==> config.mk <==
export PLATFORM = sky130hd
export DESIGN_NAME = gregorian_date_difference_unit_flat
export DESIGN_NICKNAME = d
export VERILOG_FILES = /design/src/gdd_pkg.sv /design/src/gdd_dates_if.sv /design/src/gdd_count_if.sv /design/src/gdd_alu.sv /design/src/gdd_ordinal.sv /design/src/gregorian_date_difference_unit.sv /design/src/flat_wrapper.sv
export SDC_FILE = /design/constraint.sdc
export NUM_CORES = 1
export LEC_CHECK = 0
export BUFFER_PORTS_ARGS = -buffer_cell sky130_fd_sc_hd__buf_2
export CAP_MARGIN = 20
export CORE_UTILIZATION = 45
export CTS_BUF_LIST = sky130_fd_sc_hd__clkbuf_8
export CTS_CLUSTER_DIAMETER = 80
export CTS_CLUSTER_SIZE = 16
export DETAILED_ROUTE_END_ITERATION = 8
export HOLD_SLACK_MARGIN = 0.06
export PLACE_DENSITY_LB_ADDON = 0.1
export SYNTH_ARGS = -nofsm -noshare
export SYNTH_HDL_FRONTEND = slang
export SYNTH_SLANG_ARGS = --single-unit
==> constraint.sdc <==
create_clock -name clk_i -period 8.7 [get_ports clk_i]
set_input_delay 0 -clock clk_i [delete_from_list [all_inputs] [get_ports clk_i]]
set_output_delay 0 -clock clk_i [all_outputs]
set_load 0.01 [all_outputs]
==> src/gdd_pkg.sv <==
package gdd_pkg;

  // Field widths of the date and count beats
  localparam int unsigned YEAR_W  = 14;
  localparam int unsigned MONTH_W = 4;
  localparam int unsigned DAY_W   = 5;
  localparam int unsigned COUNT_W = 22;

  // Accumulator: signed, wide enough for every year of a 14-bit span plus margin
  localparam int unsigned ACC_W = 25;
  // Year position inside the 400-year Gregorian cycle
  localparam int unsigned MOD_W = 9;
  // Day of year, invalid days included (at most 397)
  localparam int unsigned ORD_W = 9;

  localparam logic [ACC_W-1:0]   YEAR_CYCLE = ACC_W'(400);
  localparam logic [MOD_W-1:0]   CYCLE_LAST = MOD_W'(399);
  localparam logic [ACC_W-1:0]   DAYS_YEAR  = ACC_W'(365);
  localparam logic [COUNT_W-1:0] COUNT_MAX  = {COUNT_W{1'b1}};

  localparam logic [MONTH_W-1:0] MONTH_MARCH = MONTH_W'(3);

  // Request to the shared add/subtract unit
  typedef struct packed {
    logic [ACC_W-1:0] a;
    logic [ACC_W-1:0] b;
    logic             sub;
  } alu_req_t;

  // Days before the first of a month in a common year; month 0 sums nothing,
  // months past December sum all twelve
  function automatic logic [ORD_W-1:0] days_before(input logic [MONTH_W-1:0] month);
    logic [ORD_W-1:0] days;
    unique case (month)
      4'd0, 4'd1: days = ORD_W'(0);
      4'd2:       days = ORD_W'(31);
      4'd3:       days = ORD_W'(59);
      4'd4:       days = ORD_W'(90);
      4'd5:       days = ORD_W'(120);
      4'd6:       days = ORD_W'(151);
      4'd7:       days = ORD_W'(181);
      4'd8:       days = ORD_W'(212);
      4'd9:       days = ORD_W'(243);
      4'd10:      days = ORD_W'(273);
      4'd11:      days = ORD_W'(304);
      4'd12:      days = ORD_W'(334);
      default:    days = ORD_W'(365);
    endcase
    return days;
  endfunction

  // Leap test from the year's place in the 400-year cycle
  function automatic logic is_leap(input logic [MOD_W-1:0] pos);
    return (pos[1:0] == 2'b00) && (pos != MOD_W'(100)) && (pos != MOD_W'(200)) &&
           (pos != MOD_W'(300));
  endfunction

endpackage

==> src/gdd_dates_if.sv <==
interface gdd_dates_if;
  logic                          valid;
  logic                          ready;
  logic [gdd_pkg::YEAR_W-1:0]    first_year;
  logic [gdd_pkg::MONTH_W-1:0]   first_month;
  logic [gdd_pkg::DAY_W-1:0]     first_day;
  logic [gdd_pkg::YEAR_W-1:0]    second_year;
  logic [gdd_pkg::MONTH_W-1:0]   second_month;
  logic [gdd_pkg::DAY_W-1:0]     second_day;

  modport source (
    output valid, first_year, first_month, first_day, second_year, second_month, second_day,
    input  ready
  );
  modport sink (
    input  valid, first_year, first_month, first_day, second_year, second_month, second_day,
    output ready
  );
endinterface

==> src/gdd_count_if.sv <==
interface gdd_count_if;
  logic                          valid;
  logic                          ready;
  logic [gdd_pkg::COUNT_W-1:0]   day_count;

  modport source (
    output valid, day_count,
    input  ready
  );
  modport sink (
    input  valid, day_count,
    output ready
  );
endinterface

==> src/gdd_alu.sv <==
module gdd_alu (
  input  gdd_pkg::alu_req_t           req_i,
  output logic [gdd_pkg::ACC_W-1:0]   res_o
);

  // Add or subtract; the top bit of the result is the sign
  assign res_o = req_i.sub ? (req_i.a - req_i.b) : (req_i.a + req_i.b);

endmodule

==> src/gdd_ordinal.sv <==
module gdd_ordinal (
  input  logic [gdd_pkg::MONTH_W-1:0] month_i,
  input  logic [gdd_pkg::DAY_W-1:0]   day_i,
  input  logic                        leap_i,
  output logic [gdd_pkg::ORD_W-1:0]   ordinal_o
);

  logic feb_extra;

  // Add February 29 for any month after February in a leap year
  assign feb_extra = leap_i && (month_i >= gdd_pkg::MONTH_MARCH);

  assign ordinal_o = gdd_pkg::days_before(month_i)
                   + gdd_pkg::ORD_W'(day_i)
                   + gdd_pkg::ORD_W'(feb_extra);

endmodule

==> src/gregorian_date_difference_unit.sv <==
// A pair is taken only in idle; the sequencer then steps through reduce, subtract-first,
// years, add-second and finish, where it loads the count beat once the register is free.
// One shared adder first reduces the earlier year modulo 400 by repeated subtraction, then
// adds 365 or 366 for one year per cycle.
// The count sits in an output register, so the next pair is taken while it waits.
// Reset (rst_ni low, asynchronous) returns the sequencer to idle and drops the count beat.
module gregorian_date_difference_unit (
  input  logic              clk_i,
  input  logic              rst_ni,
  gdd_dates_if.sink         dates_i,
  gdd_count_if.source       count_o
);

  typedef enum logic [2:0] {
    ST_IDLE,
    ST_REDUCE,
    ST_SUB_FIRST,
    ST_YEARS,
    ST_ADD_SECOND,
    ST_FINISH
  } state_e;

  state_e state_q, state_d;
  logic   out_valid_q, out_valid_d;
  logic [gdd_pkg::COUNT_W-1:0] out_q, out_d;

  logic [gdd_pkg::YEAR_W-1:0]  y_lo_q, y_lo_d, y_hi_q, y_hi_d;
  logic [gdd_pkg::MONTH_W-1:0] m_lo_q, m_lo_d, m_hi_q, m_hi_d;
  logic [gdd_pkg::DAY_W-1:0]   d_lo_q, d_lo_d, d_hi_q, d_hi_d;
  logic [gdd_pkg::ACC_W-1:0]   acc_q, acc_d;
  logic [gdd_pkg::MOD_W-1:0]   pos_q, pos_d;

  logic                        accept;
  logic                        swap;
  logic                        leap;
  logic                        use_lo;
  logic [gdd_pkg::ORD_W-1:0]   ordinal;
  gdd_pkg::alu_req_t           alu_req;
  logic [gdd_pkg::ACC_W-1:0]   alu_res;

  assign dates_i.ready = (state_q == ST_IDLE);
  assign accept        = dates_i.valid && dates_i.ready;
  assign count_o.valid = out_valid_q;
  assign count_o.day_count = out_q;

  // Order the pair by year, month, day
  assign swap = {dates_i.first_year, dates_i.first_month, dates_i.first_day} >
                {dates_i.second_year, dates_i.second_month, dates_i.second_day};

  assign leap   = gdd_pkg::is_leap(pos_q);
  assign use_lo = (state_q == ST_SUB_FIRST);

  gdd_ordinal u_ordinal (
    .month_i   (use_lo ? m_lo_q : m_hi_q),
    .day_i     (use_lo ? d_lo_q : d_hi_q),
    .leap_i    (leap),
    .ordinal_o (ordinal)
  );

  // Pick the operands of the shared adder for this step
  always_comb begin
    alu_req = '0;
    unique case (state_q)
      ST_REDUCE: begin
        alu_req.a   = acc_q;
        alu_req.b   = gdd_pkg::YEAR_CYCLE;
        alu_req.sub = 1'b1;
      end
      ST_SUB_FIRST: begin
        alu_req.a   = acc_q;
        alu_req.b   = gdd_pkg::ACC_W'(ordinal);
        alu_req.sub = 1'b1;
      end
      ST_YEARS: begin
        alu_req.a   = acc_q;
        alu_req.b   = gdd_pkg::DAYS_YEAR + gdd_pkg::ACC_W'(leap);
        alu_req.sub = 1'b0;
      end
      ST_ADD_SECOND: begin
        alu_req.a   = acc_q;
        alu_req.b   = gdd_pkg::ACC_W'(ordinal);
        alu_req.sub = 1'b0;
      end
      default: alu_req = '0;
    endcase
  end

  gdd_alu u_alu (
    .req_i (alu_req),
    .res_o (alu_res)
  );

  // Sequencer and datapath next values
  always_comb begin
    state_d     = state_q;
    out_valid_d = out_valid_q;
    out_d       = out_q;
    y_lo_d = y_lo_q;
    y_hi_d = y_hi_q;
    m_lo_d = m_lo_q;
    m_hi_d = m_hi_q;
    d_lo_d = d_lo_q;
    d_hi_d = d_hi_q;
    acc_d  = acc_q;
    pos_d  = pos_q;

    // Drop the count beat once taken
    if (out_valid_q && count_o.ready) begin
      out_valid_d = 1'b0;
    end

    unique case (state_q)
      ST_IDLE: begin
        if (accept) begin
          if (swap) begin
            y_lo_d = dates_i.second_year;
            m_lo_d = dates_i.second_month;
            d_lo_d = dates_i.second_day;
            y_hi_d = dates_i.first_year;
            m_hi_d = dates_i.first_month;
            d_hi_d = dates_i.first_day;
            acc_d  = gdd_pkg::ACC_W'(dates_i.second_year);
          end else begin
            y_lo_d = dates_i.first_year;
            m_lo_d = dates_i.first_month;
            d_lo_d = dates_i.first_day;
            y_hi_d = dates_i.second_year;
            m_hi_d = dates_i.second_month;
            d_hi_d = dates_i.second_day;
            acc_d  = gdd_pkg::ACC_W'(dates_i.first_year);
          end
          state_d = ST_REDUCE;
        end
      end
      ST_REDUCE: begin
        // Subtract 400 until it would go negative; the rest is the cycle position
        if (alu_res[gdd_pkg::ACC_W-1]) begin
          pos_d   = acc_q[gdd_pkg::MOD_W-1:0];
          acc_d   = '0;
          state_d = ST_SUB_FIRST;
        end else begin
          acc_d = alu_res;
        end
      end
      ST_SUB_FIRST: begin
        acc_d   = alu_res;
        state_d = ST_YEARS;
      end
      ST_YEARS: begin
        // Until the years meet, add one whole year and advance the year and its cycle position
        if (y_lo_q == y_hi_q) begin
          state_d = ST_ADD_SECOND;
        end else begin
          acc_d  = alu_res;
          y_lo_d = y_lo_q + gdd_pkg::YEAR_W'(1);
          pos_d  = (pos_q == gdd_pkg::CYCLE_LAST) ? '0 : pos_q + gdd_pkg::MOD_W'(1);
        end
      end
      ST_ADD_SECOND: begin
        acc_d   = alu_res;
        state_d = ST_FINISH;
      end
      ST_FINISH: begin
        // Clamp into the count range once the output register is free
        if (!out_valid_q || count_o.ready) begin
          priority if (acc_q[gdd_pkg::ACC_W-1]) begin
            out_d = '0;
          end else if (acc_q[gdd_pkg::ACC_W-2:gdd_pkg::COUNT_W] != '0) begin
            out_d = gdd_pkg::COUNT_MAX;
          end else begin
            out_d = acc_q[gdd_pkg::COUNT_W-1:0];
          end
          out_valid_d = 1'b1;
          state_d     = ST_IDLE;
        end
      end
      default: state_d = ST_IDLE;
    endcase
  end

  // Hold state and the count beat
  always_ff @(posedge clk_i or negedge rst_ni) begin
    if (!rst_ni) begin
      state_q     <= ST_IDLE;
      out_valid_q <= 1'b0;
      out_q       <= '0;
    end else begin
      state_q     <= state_d;
      out_valid_q <= out_valid_d;
      out_q       <= out_d;
    end
  end

  // Hold the working dates and accumulator
  always_ff @(posedge clk_i) begin
    y_lo_q <= y_lo_d;
    y_hi_q <= y_hi_d;
    m_lo_q <= m_lo_d;
    m_hi_q <= m_hi_d;
    d_lo_q <= d_lo_d;
    d_hi_q <= d_hi_d;
    acc_q  <= acc_d;
    pos_q  <= pos_d;
  end

  a_accept_starts_reduce: assert property (@(posedge clk_i) disable iff (!rst_ni)
    accept |=> (state_q == ST_REDUCE))
    else $error("accepted dates did not start the year reduction");

  a_years_ordered: assert property (@(posedge clk_i) disable iff (!rst_ni)
    (state_q == ST_YEARS) |-> (y_lo_q <= y_hi_q))
    else $error("year walk passed the later year");

  a_pos_in_cycle: assert property (@(posedge clk_i) disable iff (!rst_ni)
    (state_q == ST_SUB_FIRST || state_q == ST_YEARS || state_q == ST_ADD_SECOND) |->
    (pos_q <= gdd_pkg::CYCLE_LAST))
    else $error("cycle position out of range");

  a_year_step: assert property (@(posedge clk_i) disable iff (!rst_ni)
    (state_q == ST_YEARS && y_lo_q != y_hi_q) |=>
    (state_q == ST_YEARS && y_lo_q == $past(y_lo_q) + gdd_pkg::YEAR_W'(1)))
    else $error("year walk did not advance by one");

  a_finish_delivers: assert property (@(posedge clk_i) disable iff (!rst_ni)
    (state_q == ST_FINISH && !out_valid_q) |=> (out_valid_q && state_q == ST_IDLE))
    else $error("finished count not loaded into the output register");

endmodule
==> src/flat_wrapper.sv <==
// flat-port wrapper written by rule: the top's interface ports become plain ports
module gregorian_date_difference_unit_flat 
  (clk_i, rst_ni, dates_i_valid, dates_i_first_year, dates_i_first_month, dates_i_first_day, dates_i_second_year, dates_i_second_month, dates_i_second_day, dates_i_ready, count_o_valid, count_o_day_count, count_o_ready);
  gdd_dates_if dates_i_i ();
  gdd_count_if count_o_i ();
  input  logic clk_i;
  input  logic rst_ni;
  input wire logic [$bits(dates_i_i.valid)-1:0] dates_i_valid;
  input wire logic [$bits(dates_i_i.first_year)-1:0] dates_i_first_year;
  input wire logic [$bits(dates_i_i.first_month)-1:0] dates_i_first_month;
  input wire logic [$bits(dates_i_i.first_day)-1:0] dates_i_first_day;
  input wire logic [$bits(dates_i_i.second_year)-1:0] dates_i_second_year;
  input wire logic [$bits(dates_i_i.second_month)-1:0] dates_i_second_month;
  input wire logic [$bits(dates_i_i.second_day)-1:0] dates_i_second_day;
  output wire logic [$bits(dates_i_i.ready)-1:0] dates_i_ready;
  output wire logic [$bits(count_o_i.valid)-1:0] count_o_valid;
  output wire logic [$bits(count_o_i.day_count)-1:0] count_o_day_count;
  input wire logic [$bits(count_o_i.ready)-1:0] count_o_ready;
  assign dates_i_i.valid = dates_i_valid;
  assign dates_i_i.first_year = dates_i_first_year;
  assign dates_i_i.first_month = dates_i_first_month;
  assign dates_i_i.first_day = dates_i_first_day;
  assign dates_i_i.second_year = dates_i_second_year;
  assign dates_i_i.second_month = dates_i_second_month;
  assign dates_i_i.second_day = dates_i_second_day;
  assign dates_i_ready = dates_i_i.ready;
  assign count_o_valid = count_o_i.valid;
  assign count_o_day_count = count_o_i.day_count;
  assign count_o_i.ready = count_o_ready;
  gregorian_date_difference_unit u_core (.clk_i(clk_i), .rst_ni(rst_ni), .dates_i(dates_i_i), .count_o(count_o_i));
endmodule
==> metrics.txt <==
outcome=complete, no violations; gr busiest metal=met2; #FFs+latches synth=106; worst min path class=input pin to flip-flop; Pre-antenna DRT Iters=7; maximum clock frequency=0.1272 GHz; Final Net Count=1,114; crit-path max cell delay=0.69 ns; Inserted Clock Buffers=9; hpwl dp=15,120 um; Reg clk slew, reported paths=0.10 ns; H-Tree Depth=3; core area=17,540 sq um; Seq/Total Area, Yosys=37.33%; ANT nets after route=0; Worst Path Required=8.79 ns; CP max FO=18; routed via count=6,772; final setup TNS=0 ns; peak supply drop=0.1644 mV; Final Setup Violations=0; critical path class=flip-flop to flip-flop; wire per inst=16.74 um; initial antenna violation count=0; DRC=0; Placed Cells=1,152; slack of the critical path=0.8408 ns; GRT overflow=0; Worst-Skew Late Latency=0.38 ns; fill cell total of the finished layout=1,625; crit path DAT=7.95 ns; post-CTS resize count=0; GRT met2 Usage=36.49%; Port Buf Inserts=73; Least-Margin Pin Slew=0.9338 ns; Mapped Nets=997; Design Area, Final=9540 sq um; drt total wl=20,520 um; Tot GR Track Use=23.08%; DR iter-0 viols=348; total die area=18,720 sq um; Async S/R FF share, synth=24.53%; area post-placement=8768 sq um; Syn. warnings=0; vias in the first global route=6,484; largest net degree at the start of global routing=59; Post-Syn Area=8179 sq um; CTS tree=done; number of synthesized flops with an enable pin=80; # rows=48; GPL Wtd Cong=0.9042; post-synth cell types=68; clock sink count=106; final period utilization=90.34%; Die H=136.8 um; pins over their slew limit=0; slowest library cell on the worst path=o21a_1; final hold viol count=0; Setup crit end kind=flip-flop; antenna cell count=0; CP top delay family=compound AO/OA/AOI/OAI gates; starting density of the core=46.64%; root buf cell=clkbuf_8; Clock Tree Buf Depth=2; Top FF cell, synth=edfxtp_1; pwr dens=385.9 nW/um^2; Worst Setup Start Kind=flip-flop; leakage power=4.115 nW; Ports=74; layout cells sized above 1=15.08%; relative slew slack=37.74%; Syn Area/Cell=9.305 sq um; Vias/cell=5.524; first-pass GRT wire length=33,150 um; Post-Place Worst Slack=0.9094 ns; met3 usage=3.185%; RSZ-0062 raised after global routing=no; clock skew=0.01454 ns; Die Wd=136.8 um; GRT met1 Usage=32.06%; Syn Inst Count=879; CP bufs+invs=4; Post-Layout Cell Count=1,226; max-cap viol count=0; Layout Area Growth over Synthesis=16.64%; Final min period=7.859 ns; Hold Slack=0.08124 ns
[cell families after synthesis]
family	after synthesis	synth area share, %
xor+xnor	67	7.266
compound gates	228	18.20
flops	106	37.33
buf+inv	90	4.543
fa+ha+maj	68	10.68
mux	43	5.859
simple gates	277	16.12
[report_power, final]
part / switching (mW) / internal (mW) / total [mW]
combinational: 1.33 / 1.03 / 2.36
sequential: 0.163 / 0.846 / 1.01
clock: 0.177 / 0.134 / 0.311
[state kept, by name, summed over array words and instances, names as in the netlist]
name / cells
u_core.y_lo_q: 14
u_core.count_o.day_count: 22
u_core.m_lo_q: 4
u_core.acc_q: 25
u_core.m_hi_q: 4
u_core.count_o.valid: 1
u_core.y_hi_q: 14
u_core.d_hi_q: 5
u_core.pos_q: 9
u_core.state_q: 3
u_core.d_lo_q: 5
[stage by stage]
step | util [%] | power, mW
finish | 54.40 | 3.682
global route | 54.40 | 4.009
CTS | 54.40 | 3.666
detailed placement | 50.00 | 3.311
global placement | 50.00 | 3.299
floorplan | - | 2.792
[per-layer routing]
layer	up-vias	routed length, um
li1	3421	-
met2	182	9054
met1	3139	10040
met4	0	469
met5	-	0
met3	30	961
[final timing paths]
| check | start | endpoint | slack [ns] | cells past startpoint |
|---|---|---|---|---|
| worst max register to register | u_core.state_q[0]$_DFFE_PN0P_ | u_core.acc_q[3]$_DFFE_PP_ | 0.84 | 32 |
| worst max-delay path | u_core.state_q[0]$_DFFE_PN0P_ | u_core.acc_q[3]$_DFFE_PP_ | 0.84 | 32 |
| max in group asynchronous | rst_ni | u_core.count_o.day_count[3]$_DFFE_PN0P_ | 8.16 | 2 |
| worst min register to register | u_core.count_o.day_count[13]$_DFFE_PN0P_ | u_core.count_o.day_count[13]$_DFFE_PN0P_ | 0.48 | 2 |
| min in group asynchronous | rst_ni | u_core.count_o.day_count[18]$_DFFE_PN0P_ | 0.15 | 2 |
| worst min-delay path | dates_i_first_year[10] | u_core.y_lo_q[10]$_DFFE_PP_ | 0.08 | 3 |
[repair_timing]
| action | 4_1_cts | 5_1_grt |
|---|---|---|
| setup buffers | 0 | 0 |
| hold buffers | 58 | 0 |
| hold endpoints to repair | 60 | 0 |
| endpoints found under the setup margin | 0 | 0 |
[cells in the mapped netlist, drive strengths merged (4+ instances only)]
cell type	count	share of area, %
a21oi	65	4.0
nor2	93	4.3
dfrtp	26	8.0
o21a	11	1.0
nand3	21	1.3
xnor2	41	4.4
clkbuf	24	1.1
nor3	9	0.55
a22oi	4	0.37
edfxtp	80	29
nand2b	9	0.69
nor3b	4	0.50
a21o	16	1.5
nor2b	7	0.54
and3	29	2.3
a31oi	7	0.72
or2	4	0.31
nand4	10	0.76
buf	16	1.1
and2	5	0.38
o21ai	54	3.4
xor2	26	2.9
nand2	76	3.5
inv	50	2.3
o22ai	8	0.84
mux2	29	4.0
o31ai	33	3.2
mux2i	13	1.6
ha	65	9.9
[layout make-up]
type / count / area, sq um / area share, %
clock inverters: 7 / 67.56 / 0.7082
flip-flops and latches: 106 / 3053 / 32.00
inverters: 50 / 187.7 / 1.967
repair buffers: 146 / 1059 / 11.10
multi-input cells: 683 / 4768 / 49.98
well taps: 225 / 281.5 / 2.951
clock buffers: 9 / 123.9 / 1.298
[cell usage in the layout (no fill, tap or decap), drive strengths merged, types with 8 or more instances in the layout]
cell type and count:
dlygate4sd3 58, mux2i 13, xnor2 41, nand2 76
o22ai 8, nor3 9, o21a 11, inv 54
a21o 16, o21ai 54, edfxtp 80, a21oi 65
mux2 29, nand3 21, nand2b 9, buf 88
nand4 10, nor2 93, dfrtp 26, xor2 26
and3 29, ha 65, clkbuf 9, o31ai 33
[worst register-to-register path, delay by kind of cell, from the launching register on]
kind | cells | cell delay (ns)
flops | 1 | 0.42
compound gates | 14 | 3.39
xor+xnor | 2 | 0.47
fa+ha+maj | 5 | 1.37
mux | 1 | 0.45
buf+inv | 4 | 0.57
simple gates | 6 | 0.93
Power figures use the tool's default switching activity.
